`src/lgfs_pkg.sv`:
```
// ----------------------------------------------------------------------------
// lgfs_pkg: shared types and constants for the led gate frame shifter
// Frame layout constants, default chain sizes and the input word type.
// ----------------------------------------------------------------------------
package lgfs_pkg;

    localparam int LED_COUNT_DEF  = 16;
    localparam int GATE_COUNT_DEF = 6;

    localparam logic [7:0] PHASE_STEP     = 8'd16;
    localparam logic [3:0] SYNC_GATE_BASE = 4'd3;
    localparam logic [1:0] SYNC_NONE      = 2'd3;

    localparam int GATE_SUCCESS = 0;
    localparam int GATE_ERROR   = 1;
    localparam int GATE_FIRST_SYNC = 3;

    typedef struct packed {
        logic [7:0] progress;
        logic [1:0] sync_index;
        logic [7:0] byte_count_low;
        logic       error_flag;
        logic       success_flag;
    } t_item;

endpackage

```
`src/led_gate_frame_shifter_unit.sv`:
```
// ----------------------------------------------------------------------------
// led_gate_frame_shifter_unit: gate lamp and pwm led frame shifter
// Each accepted word is held in an input register, turned into a whole frame
// in one pass and shifted out one bit per cycle while i_stall is low, latch
// flag on the last bit. After acceptance the word passes from the input
// register into the frame shift register before its first bit appears, and
// a new word is taken while the current frame is still shifting.
// Synchronous active-low reset clears frame count, pwm phase and all valids.
// ----------------------------------------------------------------------------
module led_gate_frame_shifter_unit #(
    parameter int LED_COUNT  = lgfs_pkg::LED_COUNT_DEF,
    parameter int GATE_COUNT = lgfs_pkg::GATE_COUNT_DEF
) (
    input  logic       i_clk,
    input  logic       i_rst_n,
    input  logic       i_valid,
    output logic       o_stall,
    input  logic [7:0] i_progress,
    input  logic [1:0] i_sync_index,
    input  logic [7:0] i_byte_count_low,
    input  logic       i_error_flag,
    input  logic       i_success_flag,
    output logic       o_valid,
    input  logic       i_stall,
    output logic       o_serial_bit,
    output logic       o_latch_after
);
    import lgfs_pkg::*;

    localparam int FrameW = GATE_COUNT + LED_COUNT;
    localparam int LeftW  = $clog2(FrameW + 1);

    t_item              r_item;
    logic               r_in_valid;
    logic               n_in_valid;
    logic [FrameW-1:0]  r_frame;
    logic [FrameW-1:0]  n_frame;
    logic [LeftW-1:0]   r_left;
    logic [LeftW-1:0]   n_left;
    logic [7:0]         r_frame_cnt;
    logic [7:0]         n_frame_cnt;
    logic [7:0]         r_phase;
    logic [7:0]         n_phase;

    logic               out_take;
    logic               frame_free;
    logic               load;
    logic               accept;
    logic [7:0]         base;
    logic [FrameW-1:0]  built;

    assign o_valid       = (r_left != '0);
    assign o_serial_bit  = r_frame[0];
    assign o_latch_after = (r_left == LeftW'(1));

    assign out_take   = o_valid & ~i_stall;
    assign frame_free = (r_left == '0) | ((r_left == LeftW'(1)) & out_take);
    assign load       = r_in_valid & frame_free;
    assign o_stall    = r_in_valid & ~load;
    assign accept     = i_valid & ~o_stall;

    // frame build for the word in the input register
    always_comb begin
        built = '1;
        base  = r_item.byte_count_low + {r_item.byte_count_low[5:0], 2'b00}
                + (r_frame_cnt + 8'd1);
        built[GATE_SUCCESS] = ~r_item.success_flag;
        built[GATE_ERROR]   = ~r_item.error_flag;
        for (int g = GATE_FIRST_SYNC; g < GATE_COUNT; g++) begin
            if (r_item.sync_index != SYNC_NONE &&
                4'(g) == ({2'b00, r_item.sync_index} + SYNC_GATE_BASE)) begin
                built[g] = 1'b0;
            end
        end
        for (int i = 0; i < LED_COUNT; i++) begin
            built[GATE_COUNT + i] =
                (5'(i) < {1'b0, r_item.progress[7:4]}) &&
                ((base + {2'(i), 6'b0}) > (r_phase + PHASE_STEP));
        end
    end

    always_comb begin
        n_in_valid  = r_in_valid;
        n_frame     = r_frame;
        n_left      = r_left;
        n_frame_cnt = r_frame_cnt;
        n_phase     = r_phase;
        if (load) begin
            n_in_valid  = 1'b0;
            n_frame     = built;
            n_left      = LeftW'(FrameW);
            n_frame_cnt = r_frame_cnt + 8'd1;
            n_phase     = r_phase + PHASE_STEP;
        end else if (out_take) begin
            n_frame = r_frame >> 1;
            n_left  = r_left - LeftW'(1);
        end
        if (accept) begin
            n_in_valid = 1'b1;
        end
    end

    always_ff @(posedge i_clk) begin
        if (!i_rst_n) begin
            r_in_valid  <= 1'b0;
            r_left      <= '0;
            r_frame_cnt <= '0;
            r_phase     <= '0;
        end else begin
            r_in_valid  <= n_in_valid;
            r_left      <= n_left;
            r_frame_cnt <= n_frame_cnt;
            r_phase     <= n_phase;
        end
    end

    always_ff @(posedge i_clk) begin
        r_frame <= n_frame;
        if (accept) begin
            r_item.progress       <= i_progress;
            r_item.sync_index     <= i_sync_index;
            r_item.byte_count_low <= i_byte_count_low;
            r_item.error_flag     <= i_error_flag;
            r_item.success_flag   <= i_success_flag;
        end
    end

endmodule
```
`config.mk`:
```
export PLATFORM = sky130hd
export DESIGN_NAME = led_gate_frame_shifter_unit
export DESIGN_NICKNAME = d
export VERILOG_FILES = /design/src/lgfs_pkg.sv /design/src/led_gate_frame_shifter_unit.sv
export SDC_FILE = /design/constraint.sdc
export NUM_CORES = 1
export LEC_CHECK = 0
export BUFFER_PORTS_ARGS = -buffer_cell sky130_fd_sc_hd__clkbuf_2
export CELL_PAD_IN_SITES_DETAIL_PLACEMENT = 0
export CELL_PAD_IN_SITES_GLOBAL_PLACEMENT = 1
export CORE_UTILIZATION = 25
export DETAILED_ROUTE_END_ITERATION = 8
export GPL_ROUTABILITY_DRIVEN = 0
export PLACE_DENSITY = 0.55
export SLEW_MARGIN = 20
export SYNTH_ARGS = -nofsm -noshare
export SYNTH_HDL_FRONTEND = slang
export SYNTH_SLANG_ARGS = --single-unit
export TNS_END_PERCENT = 20
```
`constraint.sdc`:
```
create_clock -name i_clk -period 5.1 [get_ports i_clk]
set_input_delay 1.02 -clock i_clk [delete_from_list [all_inputs] [get_ports i_clk]]
set_output_delay 1.02 -clock i_clk [all_outputs]
set_load 0.02 [all_outputs]
```
# After elaboration in Yosys (flattened, before gate mapping)
# Cells that the tools add are included.
[word_totals]
in_bits = 24
ff_bits = 63
out_inout_bits = 4
elab_cells = 89
[classes]
mux = 9
eq_ne = 5
reduce_logical = 23
bitwise = 12
add_sub_neg = 9
n_lt_le_gt_ge = 19
[ops]
columns = ["cell", "n"]
rows = [
  ["$mux W21", 2],
  ["$gt A8 B8 Y1", 4],
  ["$lt A4 B4 Y1 const A", 7],
  ["$logic_and A1 B1 Y1", 18],
  ["$add A8 B8 Y8", 2],
  ["$add A8 B8 Y8 const B", 2],
  ["$lt A3 B4 Y1 const A", 4],
  ["$mux W5", 2],
  ["$add A8 B1 Y8 const B", 1],
  ["$add A8 B5 Y8 const B", 1],
  ["$add A8 B7 Y8 const B", 1],
  ["$lt A1 B4 Y1 const A", 2],
  ["$lt A2 B4 Y1 const A", 2],
  ["$not A1 Y1", 6],
  ["$and A1 B1 Y1", 5],
  ["$eq A5 B1 Y1 const B", 1],
  ["$logic_not A5 Y1", 1],
  ["$mux W1", 5],
  ["$reduce_bool A5 Y1", 1],
  ["$sub A5 B1 Y5 const B", 1],
  ["$eq A2 B4 Y1 const A", 1],
  ["$eq A3 B4 Y1 const A", 1],
  ["$reduce_bool A2 Y1", 2],
  ["$add A2 B2 Y3 const B", 1],
  ["other kinds (4)", 4],
]

# Longest topological paths before layout
# Gate-level depths: netlist of the first run.
[logic_depth]
ltp_word = 10
mapped_depth = 16
mapped_depth_nobuf = 16

# Worst setup path after synthesis of the first run
# Ideal clock, no wire load.
[synth_timing]
path_kind = "reg2reg"
startpoint = "register r_frame_cnt[0]"
endpoint = "register r_frame[11], data pin"
required_ns = 4.832
arrival_time_ns = 3.296
synth_period_minus_slack_ns = 3.564
setup_ns = 0.268
path_slack_ns = 1.536
stages_incl_launch_ff = 15
n_path_buf = 0
path_cell_list = "dfxtp_1 -> ha_1 -> xnor2_1 -> fa_1 -> inv_1 -> fa_1 -> a21o_1 -> a211oi_1 -> nor2_1 -> ha_1 -> nand2_1 -> nor4_1 -> nand3_1 -> o221ai_1 -> o21ai_0"
[synth_between]
elab_chain_len = 6
[synth_lines]
columns = ["element", "line", "text"]
rows = [
  ["from (decl)", "led_gate_frame_shifter_unit.sv:40", "logic [7:0] r_frame_cnt;"],
  ["from (signal assigned)", "led_gate_frame_shifter_unit.sv:112", "r_frame_cnt <= n_frame_cnt;"],
  ["$add A8 B1 Y8", "led_gate_frame_shifter_unit.sv:66", "+ (r_frame_cnt + 8'd1);"],
  ["$add A8 B8 Y8", "led_gate_frame_shifter_unit.sv:66", ""],
  ["$add A8 B7 Y8", "led_gate_frame_shifter_unit.sv:78", "((base + {2'(i), 6'b0}) > (r_phase + PHASE_STEP));"],
  ["$gt A8 B8 Y1", "led_gate_frame_shifter_unit.sv:78", ""],
  ["$logic_and A1 B1 Y1", "led_gate_frame_shifter_unit.sv:77", "(5'(i) < {1'b0, r_item.progress[7:4]}) &&"],
  ["$mux W21", "led_gate_frame_shifter_unit.sv:88", "if (load) begin"],
  ["via n_frame[11]", "led_gate_frame_shifter_unit.sv:37", "logic [FrameW-1:0] n_frame;"],
  ["to (signal assigned)", "led_gate_frame_shifter_unit.sv:118", "r_frame <= n_frame;"],
  ["to (decl)", "led_gate_frame_shifter_unit.sv:36", "logic [FrameW-1:0] r_frame;"],
]
# The timed path passes the listed nets, and every way through them passes these cells.
# A chain may end at the register's enable or synchronous reset.

# Worst setup path in the final report of the first run
[layout_timing]
startpoint = "register r_frame_cnt[0]"
endpoint = "register r_frame[19], data pin"
# Same word-level chain as after synthesis.

==> impl_metrics.yaml, run 1 <==
pwr:
  p_leak_uw: 0.001346
  power_density_nw_per_um2: 548.4
  vdd_drop_max_uv: 180.7
clocking:
  ctsHoldBuffers: 0
  post_cts_resized: 0
  insertion_delay_ns: 0.30
  ctsLongestPathBuffers: 2
  cts-htree-levels: 2
  cts.clk_slew.worst_paths_ns: 0.07
  cts_buffers: 5
  cts_setup_buffers: 0
  cts_root_buf: "clkbuf_16"
  cts_tree: "done"
  clock-sinks: 55
routing:
  vias: 2032
  drt-total-wl_um: 5875
  drt-vias-per-instance: 4.506
  drcViolationCount: 1
  first_pass_iters: 6
  wire_per_inst_um: 13.03
  drtIter0Drc: 86
  ant_nets: 0
placed_design:
  placed_area_um2: 3307
  dp_cells: 443
  port_buffers: 23
  pre_cts_ws_ns: 0.8747
  dpl.hpwl_um: 4268
synth:
  synth_common_cells: "nand2_1, edfxtp_1, ha_1"
  syn_area_um2: 3039
  yosysSeqAreaShare: 0.4809
  synth.avg_cell_area_um2: 10.66
  synth-seq-cells: 55
  synth_top_cell_area_share: 0.3557
  synth_fp_nets: 335
  ys_top_cells_by_area: "edfxtp_1, dfxtp_1, ha_1"
  yosysTopAreaCell: "edfxtp_1"
  yosysMostFrequentCell: "nand2_1"
  synth-edff-count: 36
  async_flop_share: 0
  yosys_warnings: 0
  yosysUniqueCellTypes: 42
  synthCells: 285
  yosys_most_used_dff: "edfxtp_1"
hold_path:
  hold_class: "reg -> reg"
finish:
  antenna-diode-count: 0
  fin_area_um2: 3462
  final_cells: 451
  n_fill_cell: 1233
  final_layout_size_suffix_gt1_frac: 0.1396
  areaGrowthSynthToFinish_pct: 13.92
  finalCoreUtilization: 0.2981
  fin_nets: 357
timing:
  setup_viol: 0
  final_max_slew_viol_count: 0
  relSlewSlack: 0.2952
  timing.final.ws_setup_ns: 0.8986
  finalSetupTns_ns: 0
  rsz0062_at_grt: "no"
  fin_crit_ns: 4.201
  finalCritPeriodShare: 0.8238
  finalClockSkew_ns: 0.01061
  hold_viol_final: 0
  worst_slew_pin_slew_ns: 1.053
  fmax_mhz: 238.0
floorplanning:
  rows: 39
  dieHeight_um: 112.3
  fp.dieArea_um2: 12600
  io_pins: 28
  start_util: 0.2617
  core_area_um2: 11610
  dieWidth_um: 112.3
grt:
  grt_use_total: 0.1021
  grt_first_pass_wirelength_um: 9949
  grt_max_degree: 22
  gr-total-overflow: 0
  grt_pass1_vias: 2044
  antenna_found_initial: 0
critical_path:
  critPathMaxFanout: 4
  worst_ep_arrival_time_ns: 4.23
  crit_path_end_kind: "register"
  slowest_delay_ns: 0.49
  startpoint_type: "register"
  path_cells: "ha_1 > xnor2_1 > fa_1 > inv_1 > fa_1 > a21o_1 > a211oi_1 > nor2_1 > ha_1 > nand2_1 > nor4_1 > nand3_1 > o221ai_1 > o21ai_0"
  r2r_slack_ns: 0.90
  critPathRequiredTime_ns: 5.13
  cp_slowest_cell: "fa_1"
  criticalPathCategory: "reg -> reg"
status:
  status: "finished with violations"
  violations: "DRC"
run:
  max-cap-violations: 0
metrics by stage:
step           power [uW]  hold WS, ns
6_report             1899       0.4718
5_1_grt              2062       0.4911
4_1_cts              1934       0.4742
3_5_place_dp         1565       0.4585
3_3_place_gp         1557       0.4448
2_1_floorplan        1358       0.4333
report_power, final:
part           switching, uW  total (uW)  internal (uW)
clock network            162         358            197
registers               68.3         738            670
logic                    491         802            311
per-layer routing:
metal	wire, um	vias to the layer above	part of all wire	GRT usage
li1	-	1041	-	-
met1	2899	964	0.49	0.1295
met2	2730	21	0.46	0.1677
met3	187	6	0.032	0.02808
met4	59	0	0.010	0.03467
met5	0	-	0	0
registers in the layout (all words and copies together), names as in the netlist:
name and flops:
r_phase 4, r_frame_cnt 8, r_item 16, r_in_valid 1, r_left 5, r_frame 21
final timing paths:
path / from / end / cells after the start
worst max-delay path: r_frame_cnt[0]$_SDFFE_PN0P_ / r_frame[19]$_DFFE_PP_ / 14
worst min-delay path: r_frame[2]$_SDFFE_PP1P_ / r_frame[2]$_SDFFE_PP1P_ / 2
worst max register to register: r_frame_cnt[0]$_SDFFE_PN0P_ / r_frame[19]$_DFFE_PP_ / 14
worst min register to register: r_frame[2]$_SDFFE_PP1P_ / r_frame[2]$_SDFFE_PP1P_ / 2
cells in the final DEF (no fill, tap or decap), drive strengths merged, types with 8 or more instances in the layout:
| master | instances |
|---|---|
| xnor2 | 22 |
| nor2 | 14 |
| edfxtp | 36 |
| a21oi | 12 |
| and2 | 10 |
| inv | 19 |
| ha | 20 |
| nand2 | 40 |
| clkbuf | 29 |
| nand3 | 8 |
| dfxtp | 19 |
| a21boi | 8 |
| o21ai | 18 |
logic make-up after synthesis:
logic type,after synthesis,synth area share
buf+inv,28,0.03540
xor+xnor,27,0.09016
simple gates,87,0.1392
flops,55,0.4809
fa+ha+maj,26,0.1219
compound gates,62,0.1326
cell type report:
type                    instances  area [um2]  share of cell area
clock buffers                   6       138.9             0.04012
flip-flops and latches         55        1461              0.4221
inverters                      19       71.32             0.02060
multi-input cells             202        1473              0.4254
well taps                     143       178.9             0.05168
clock inverters                 2       16.27            0.004698
repair buffers                 24       122.6             0.03542
critical path, delay by kind of cell, from the launching register on:
family	cells	cell delay (ns)
XOR/XNOR	1	0.16
flip-flops	1	0.35
buffers and inverters	1	0.07
AND/OR/NAND/NOR	4	0.77
AO/OA/AOI/OAI	4	1.06
adder cells (fa/ha/maj)	4	1.53
Power figures use the tool's default switching activity.
==> inputs of run 2 (changes only) <==
==> constraint.sdc (replaced) <==
create_clock -name i_clk -period 4.2 [get_ports i_clk]
set_input_delay 0.84 -clock i_clk [delete_from_list [all_inputs] [get_ports i_clk]]
set_output_delay 0.84 -clock i_clk [all_outputs]
set_load 0.02 [all_outputs]
==> run 2 against run 1 <==
The flow still finishes with violations (DRC). Clock power rose by 35%. Sequential cell count did not move. Maximum frequency up 7.4%. Hold slack improved by 0.0035 ns. Global-route usage down 0.14 points. Largest cell class unchanged. Highest routed layer unchanged.
==> impl_metrics.yaml, run 2 (synthesis results as in run 1) <==
clocking:
  cts_tree: "done"
  cts.clk_slew.worst_paths_ns: 0.07
  ctsHoldBuffers: 0
  clock-sinks: 55
  ctsLongestPathBuffers: 2
  insertion_delay_ns: 0.30
  post_cts_resized: 0
  cts_buffers: 5
  cts-htree-levels: 2
  cts_setup_buffers: 0
  cts_root_buf: "clkbuf_16"
hold_path:
  hold_class: "reg -> reg"
timing:
  fmax_mhz: 255.6
  finalCritPeriodShare: 0.9316
  hold_viol_final: 0
  finalSetupTns_ns: 0
  worst_slew_pin_slew_ns: 1.030
  relSlewSlack: 0.3105
  setup_viol: 0
  fin_crit_ns: 3.913
  rsz0062_at_grt: "no"
  final_max_slew_viol_count: 0
  finalClockSkew_ns: 0.01223
grt:
  grt_use_total: 0.1007
  grt_first_pass_wirelength_um: 9860
  grt_pass1_vias: 2060
  grt_max_degree: 21
  antenna_found_initial: 0
  gr-total-overflow: 0
finish:
  antenna-diode-count: 0
  finalCoreUtilization: 0.3027
  areaGrowthSynthToFinish_pct: 15.69
  layout_commonest_cell: "nand2_1"
  final_layout_size_suffix_gt1_frac: 0.1534
  n_fill_cell: 1213
  regMostFlops: "r_frame"
  layout_common_cells: "nand2_1, edfxtp_1, clkbuf_2, ha_1"
  top_regs: "r_frame: 21 flops, r_item: 16 flops, r_frame_cnt: 8 flops"
  fin_nets: 362
  largest_reg_flops: 21
critical_path:
  path_cells: "ha_1 > xnor2_1 > fa_1 > inv_1 > fa_1 > a211oi_2 > o21bai_1 > a21oi_2 > xnor2_1 > xnor2_1 > ha_1 > inv_1 > nor2_1 > o221ai_1 > o21ai_0"
  cp.buffers_inverters: 2
  worst_ep_arrival_time_ns: 3.95
  criticalPathCategory: "reg -> reg"
  startpoint_type: "register"
  critPathMaxFanout: 3
  critPathRequiredTime_ns: 4.24
  crit_family: "adder cells"
  r2r_slack_ns: 0.29
  cp_slowest_cell: "fa_1"
  cpMostUsedCell: "xnor2_1"
  slowest_delay_ns: 0.49
  crit_path_end_kind: "register"
pwr:
  power_density_nw_per_um2: 680.8
  p_leak_uw: 0.001377
  vdd_drop_max_uv: 234.8
  power.total_uw: 2394
routing:
  ant_nets: 0
  first_pass_iters: 6
  drcViolationCount: 1
  drtIter0Drc: 73
  drt-vias-per-instance: 4.482
  drt-total-wl_um: 5887
  vias: 2044
  wire_per_inst_um: 12.91
placed_design:
  port_buffers: 23
  dpl.hpwl_um: 4211
status:
  status: "finished with violations"
  violations: "DRC"
floorplanning:
  core_area_um2: 11610
  start_util: 0.2617
  dieHeight_um: 112.3
  rows: 39
  fp.dieArea_um2: 12600
  io_pins: 28
  dieWidth_um: 112.3
run:
  max-cap-violations: 0
## run 2: cell types whose count changed in the layout (fill, tap and decap cells not counted), sizes merged
cell | before | now
clkinv | 1 | 0
buf | 1 | 6
bufinv | 0 | 1
clkbuf | 29 | 28
inv | 19 | 20
## run 2: layer usage
metal / global-route usage / wire length [um] / up-vias
li1: - / - / 1050
met1: 0.1298 / 2972 / 960
met2: 0.1631 / 2668 / 30
met3: 0.02916 / 197 / 4
met4: 0.03111 / 49 / 0
met5: 0 / 0 / -
## run 2: final timing paths
check	depth (start not counted)	endpoint	start
worst max-delay path	15	r_frame[17]$_DFFE_PP_	r_frame_cnt[0]$_SDFFE_PN0P_
worst min-delay path	2	r_left[4]$_SDFFE_PN0P_	r_left[4]$_SDFFE_PN0P_
worst max register to register	15	r_frame[17]$_DFFE_PP_	r_frame_cnt[0]$_SDFFE_PN0P_
worst min register to register	2	r_left[4]$_SDFFE_PN0P_	r_left[4]$_SDFFE_PN0P_
## run 2: where the power goes
group / internal [uW] / total (uW) / switching (uW)
sequential: 813 / 895 / 82.1
combinational: 407 / 1010 / 608
clock: 284 / 484 / 200
total: 1500 / 2390 / 890
## run 2: layout make-up
type | count | area (um2) | share of cell area
Clock buffer | 5 | 125.1 | 0.03559
Timing Repair Buffer | 29 | 160.2 | 0.04555
Clock inverter | 3 | 46.29 | 0.01317
Multi-Input combinational cell | 202 | 1473 | 0.4189
Inverter | 19 | 71.32 | 0.02028
Sequential cell | 55 | 1461 | 0.4157
Tap cell | 143 | 178.9 | 0.05089
## run 2: worst reg2reg max path, delay by kind of cell, from the launching register on
kind / cells / cell delay [ns]
fa+ha+maj: 4 / 1.56
simple gates: 1 / 0.05
xor+xnor: 3 / 0.49
flops: 1 / 0.35
compound gates: 5 / 1.05
buf+inv: 2 / 0.15
## run 2: stage by stage
| stage | instances | hold WS [ns] | setup WS, ns | instance area (um2) |
|---|---|---|---|---|
| after floorplan | 285 | 0.4333 | 0.6363 | 3039 |
| after global placement | 448 | 0.4508 | 0.2870 | 3344 |
| after detailed placement | 448 | 0.4616 | 0.2686 | 3344 |
| after CTS | 456 | 0.4766 | 0.2377 | 3516 |
| after global routing | 456 | 0.5057 | 0.02358 | 3516 |
| final | 456 | 0.4753 | 0.2874 | 3516 |
==> inputs of run 3 (changes only) <==
--- a/config.mk
+++ b/config.mk
@@ -11,7 +11,7 @@
 export CORE_UTILIZATION = 25
 export DETAILED_ROUTE_END_ITERATION = 8
 export GPL_ROUTABILITY_DRIVEN = 0
-export PLACE_DENSITY = 0.55
+export PLACE_DENSITY = 0.58
 export SLEW_MARGIN = 20
 export SYNTH_ARGS = -nofsm -noshare
 export SYNTH_HDL_FRONTEND = slang
==> run 3 against run 2 <==
The flow still finishes with violations (DRC). Sequential share of layout area fell by 0.21 points. Maximum frequency rose by 0.90%. Hold slack got worse by 0.019 ns. Via count rose by 0.88%. Routed wire length fell by 2.8%. Final cell count fell by 0.22%. Register-to-register slack improved by 0.03 ns. Total power rose by 1.0%. First-iteration DRC count fell by 4.1%.
==> impl_metrics.yaml, run 3 (synthesis results as in run 1) <==
finish:
  n_fill_cell: 1234
  areaGrowthSynthToFinish_pct: 16.26
  finalCoreUtilization: 0.3042
  fin_nets: 361
  antenna-diode-count: 0
  layout_commonest_cell: "nand2_1"
  multi_input_area_um2: 1503
  layout_common_cells: "nand2_1, edfxtp_1, clkbuf_2, ha_1"
  regArea_um2: 1461
  largest_reg_flops: 21
  top_regs: "r_frame: 21 flops, r_item: 16 flops, r_frame_cnt: 8 flops"
  final_layout_size_suffix_gt1_frac: 0.1571
  regMostFlops: "r_frame"
critical_path:
  critPathRequiredTime_ns: 4.24
  r2r_end: "r_frame[9]$_DFFE_PP_"
  cp_slowest_cell: "fa_1"
  crit_family: "adder cells"
  r2r_slack_ns: 0.32
  crit_path_start: "r_frame_cnt[0]$_SDFFE_PN0P_"
  cp.buffers_inverters: 1
  r2r-start: "r_frame_cnt[0]$_SDFFE_PN0P_"
  ff2ff_path_depth: 15
  startpoint_type: "register"
  critPathMaxFanout: 4
  worst_ep_arrival_time_ns: 3.91
  criticalPathCategory: "reg -> reg"
  crit_path_end_kind: "register"
  path_cells: "ha_1 > nand3_1 > xnor2_1 > fa_1 > ha_1 > o21ai_0 > o21bai_1 > a21oi_2 > xnor2_1 > xnor2_1 > ha_1 > inv_1 > nor2_1 > o221ai_2 > o21ai_0"
  slowest_delay_ns: 0.46
  worstSetupPathDepth: 15
  crit_end: "r_frame[9]$_DFFE_PP_"
clocking:
  cts.clk_slew.worst_paths_ns: 0.07
  insertion_delay_ns: 0.30
  ctsLongestPathBuffers: 2
  cts-htree-levels: 2
  cts_root_buf: "clkbuf_16"
  cts_buffers: 5
  cts_tree: "done"
  clock-sinks: 55
timing:
  fin_crit_ns: 3.878
  setup_viol: 0
  fmax_mhz: 257.9
  worst_slew_pin_slew_ns: 0.9479
  rsz0062_at_grt: "no"
  finalCritPeriodShare: 0.9233
  finalClockSkew_ns: 0.008786
  finalSetupTns_ns: 0
  final_max_slew_viol_count: 0
  relSlewSlack: 0.3652
  hold_viol_final: 0
routing:
  drcViolationCount: 2
  drtIter0Drc: 70
  vias: 2062
  first_pass_iters: 6
  drt-total-wl_um: 5723
  wire_per_inst_um: 12.58
  drt-vias-per-instance: 4.532
  ant_nets: 0
pwr:
  p_int_uw: 1512
  p_sw_uw: 905.5
  pwr-share-clk: 0.194
  p_leak_uw: 0.001372
  switching_share: 0.3745
  vdd_drop_max_uv: 253.2
  power_density_nw_per_um2: 684.2
  comb_power_share: 0.434
  pwr-share-seq: 0.371
floorplanning:
  rows: 39
  dieWidth_um: 112.3
  io_pins: 28
  fp.dieArea_um2: 12600
  core_area_um2: 11610
  dieHeight_um: 112.3
  start_util: 0.2617
grt:
  gr-total-overflow: 0
  antenna_found_initial: 0
  grt_use_total: 0.1001
  grt_pass1_vias: 2094
  grt_first_pass_wirelength_um: 9991
  grt_max_degree: 22
placed_design:
  dpl.hpwl_um: 4143
  port_buffers: 23
status:
  status: "finished with violations"
  violations: "DRC"
hold_path:
  whs_path_depth: 2
  hold_class: "reg -> reg"
run:
  max-cap-violations: 0
[run 3: cell types whose count changed in the layout (fill, tap and decap cells not counted)]
cell | previous run | this run
nor4_2 | 0 | 1
nor4_1 | 2 | 1
buf_4 | 6 | 5
o221ai_1 | 2 | 0
clkbuf_1 | 0 | 1
inv_6 | 1 | 0
o221ai_4 | 0 | 1
o221ai_2 | 0 | 1
[run 3: power by group through the flow]
stage	clock, uW	sequential, uW	combinational (uW)
detailed placement	0	907	1010
global route	508	917	1210
finish	470	897	1050
floorplan	0	883	765
global placement	0	905	1000
CTS	484	899	1010
[run 3: worst reg2reg max path, delay by kind of cell, from the launching register on]
| family | cells | cell delay, ns |
|---|---|---|
| AOI/OAI and AO/OA | 5 | 0.90 |
| DFF | 1 | 0.40 |
| and+or+nand+nor | 2 | 0.22 |
| adders and majority gates | 4 | 1.40 |
| xor gates and xnor gates | 3 | 0.58 |
| buffers and inverters | 1 | 0.11 |
[run 3: repair_timing]
item / CTS / global route
gates resized for setup: 0 / 4
endpoints found under the setup margin: 0 / 7
hold buffers: 0 / 0
setup buffers: 0 / 0
[run 3: final cells by class]
| type | instances | area share |
|---|---|---|
| multi-input cells | 202 | 0.4253 |
| clock inverters | 2 | 0.01062 |
| flip-flops and latches | 55 | 0.4136 |
| inverters | 19 | 0.02018 |
| clock buffers | 6 | 0.03647 |
| well taps | 143 | 0.05064 |
| repair buffers | 28 | 0.04320 |
[run 3: worst min path at each step]
stage	startpoint	endpoint	slack [ns]
6_report	r_frame[3]$_DFFE_PP_	r_frame[2]$_SDFFE_PP1P_	0.46
5_1_grt	r_frame[3]$_DFFE_PP_	r_frame[2]$_SDFFE_PP1P_	0.50
4_1_cts	r_frame[3]$_DFFE_PP_	r_frame[2]$_SDFFE_PP1P_	0.46
3_5_place_dp	r_frame[3]$_DFFE_PP_	r_frame[2]$_SDFFE_PP1P_	0.45
3_3_place_gp	r_frame[3]$_DFFE_PP_	r_frame[2]$_SDFFE_PP1P_	0.44
2_1_floorplan	r_frame[3]$_DFFE_PP_	r_frame[2]$_SDFFE_PP1P_	0.43
[run 3: stage by stage]
stage | power, uW | hold WS, ns | setup WS [ns] | cell area [um2] | std cells
after CTS | 2397 | 0.4608 | 0.1582 | 3503 | 455
after detailed placement | 1917 | 0.4501 | 0.1857 | 3337 | 447
final | 2418 | 0.4561 | 0.3222 | 3533 | 455
after global routing | 2633 | 0.4987 | 0.04077 | 3533 | 455
after global placement | 1907 | 0.4410 | 0.1743 | 3337 | 447
after floorplan | 1649 | 0.4333 | 0.6363 | 3039 | 285
[run 3: per-layer routing]
metal  track usage  up-vias  routed length, um
met5             0        -                  0
met4       0.02400        0                 49
met3       0.02808        8                176
met2        0.1631       22               2626
met1        0.1314      980               2872
li1              -     1052                  -
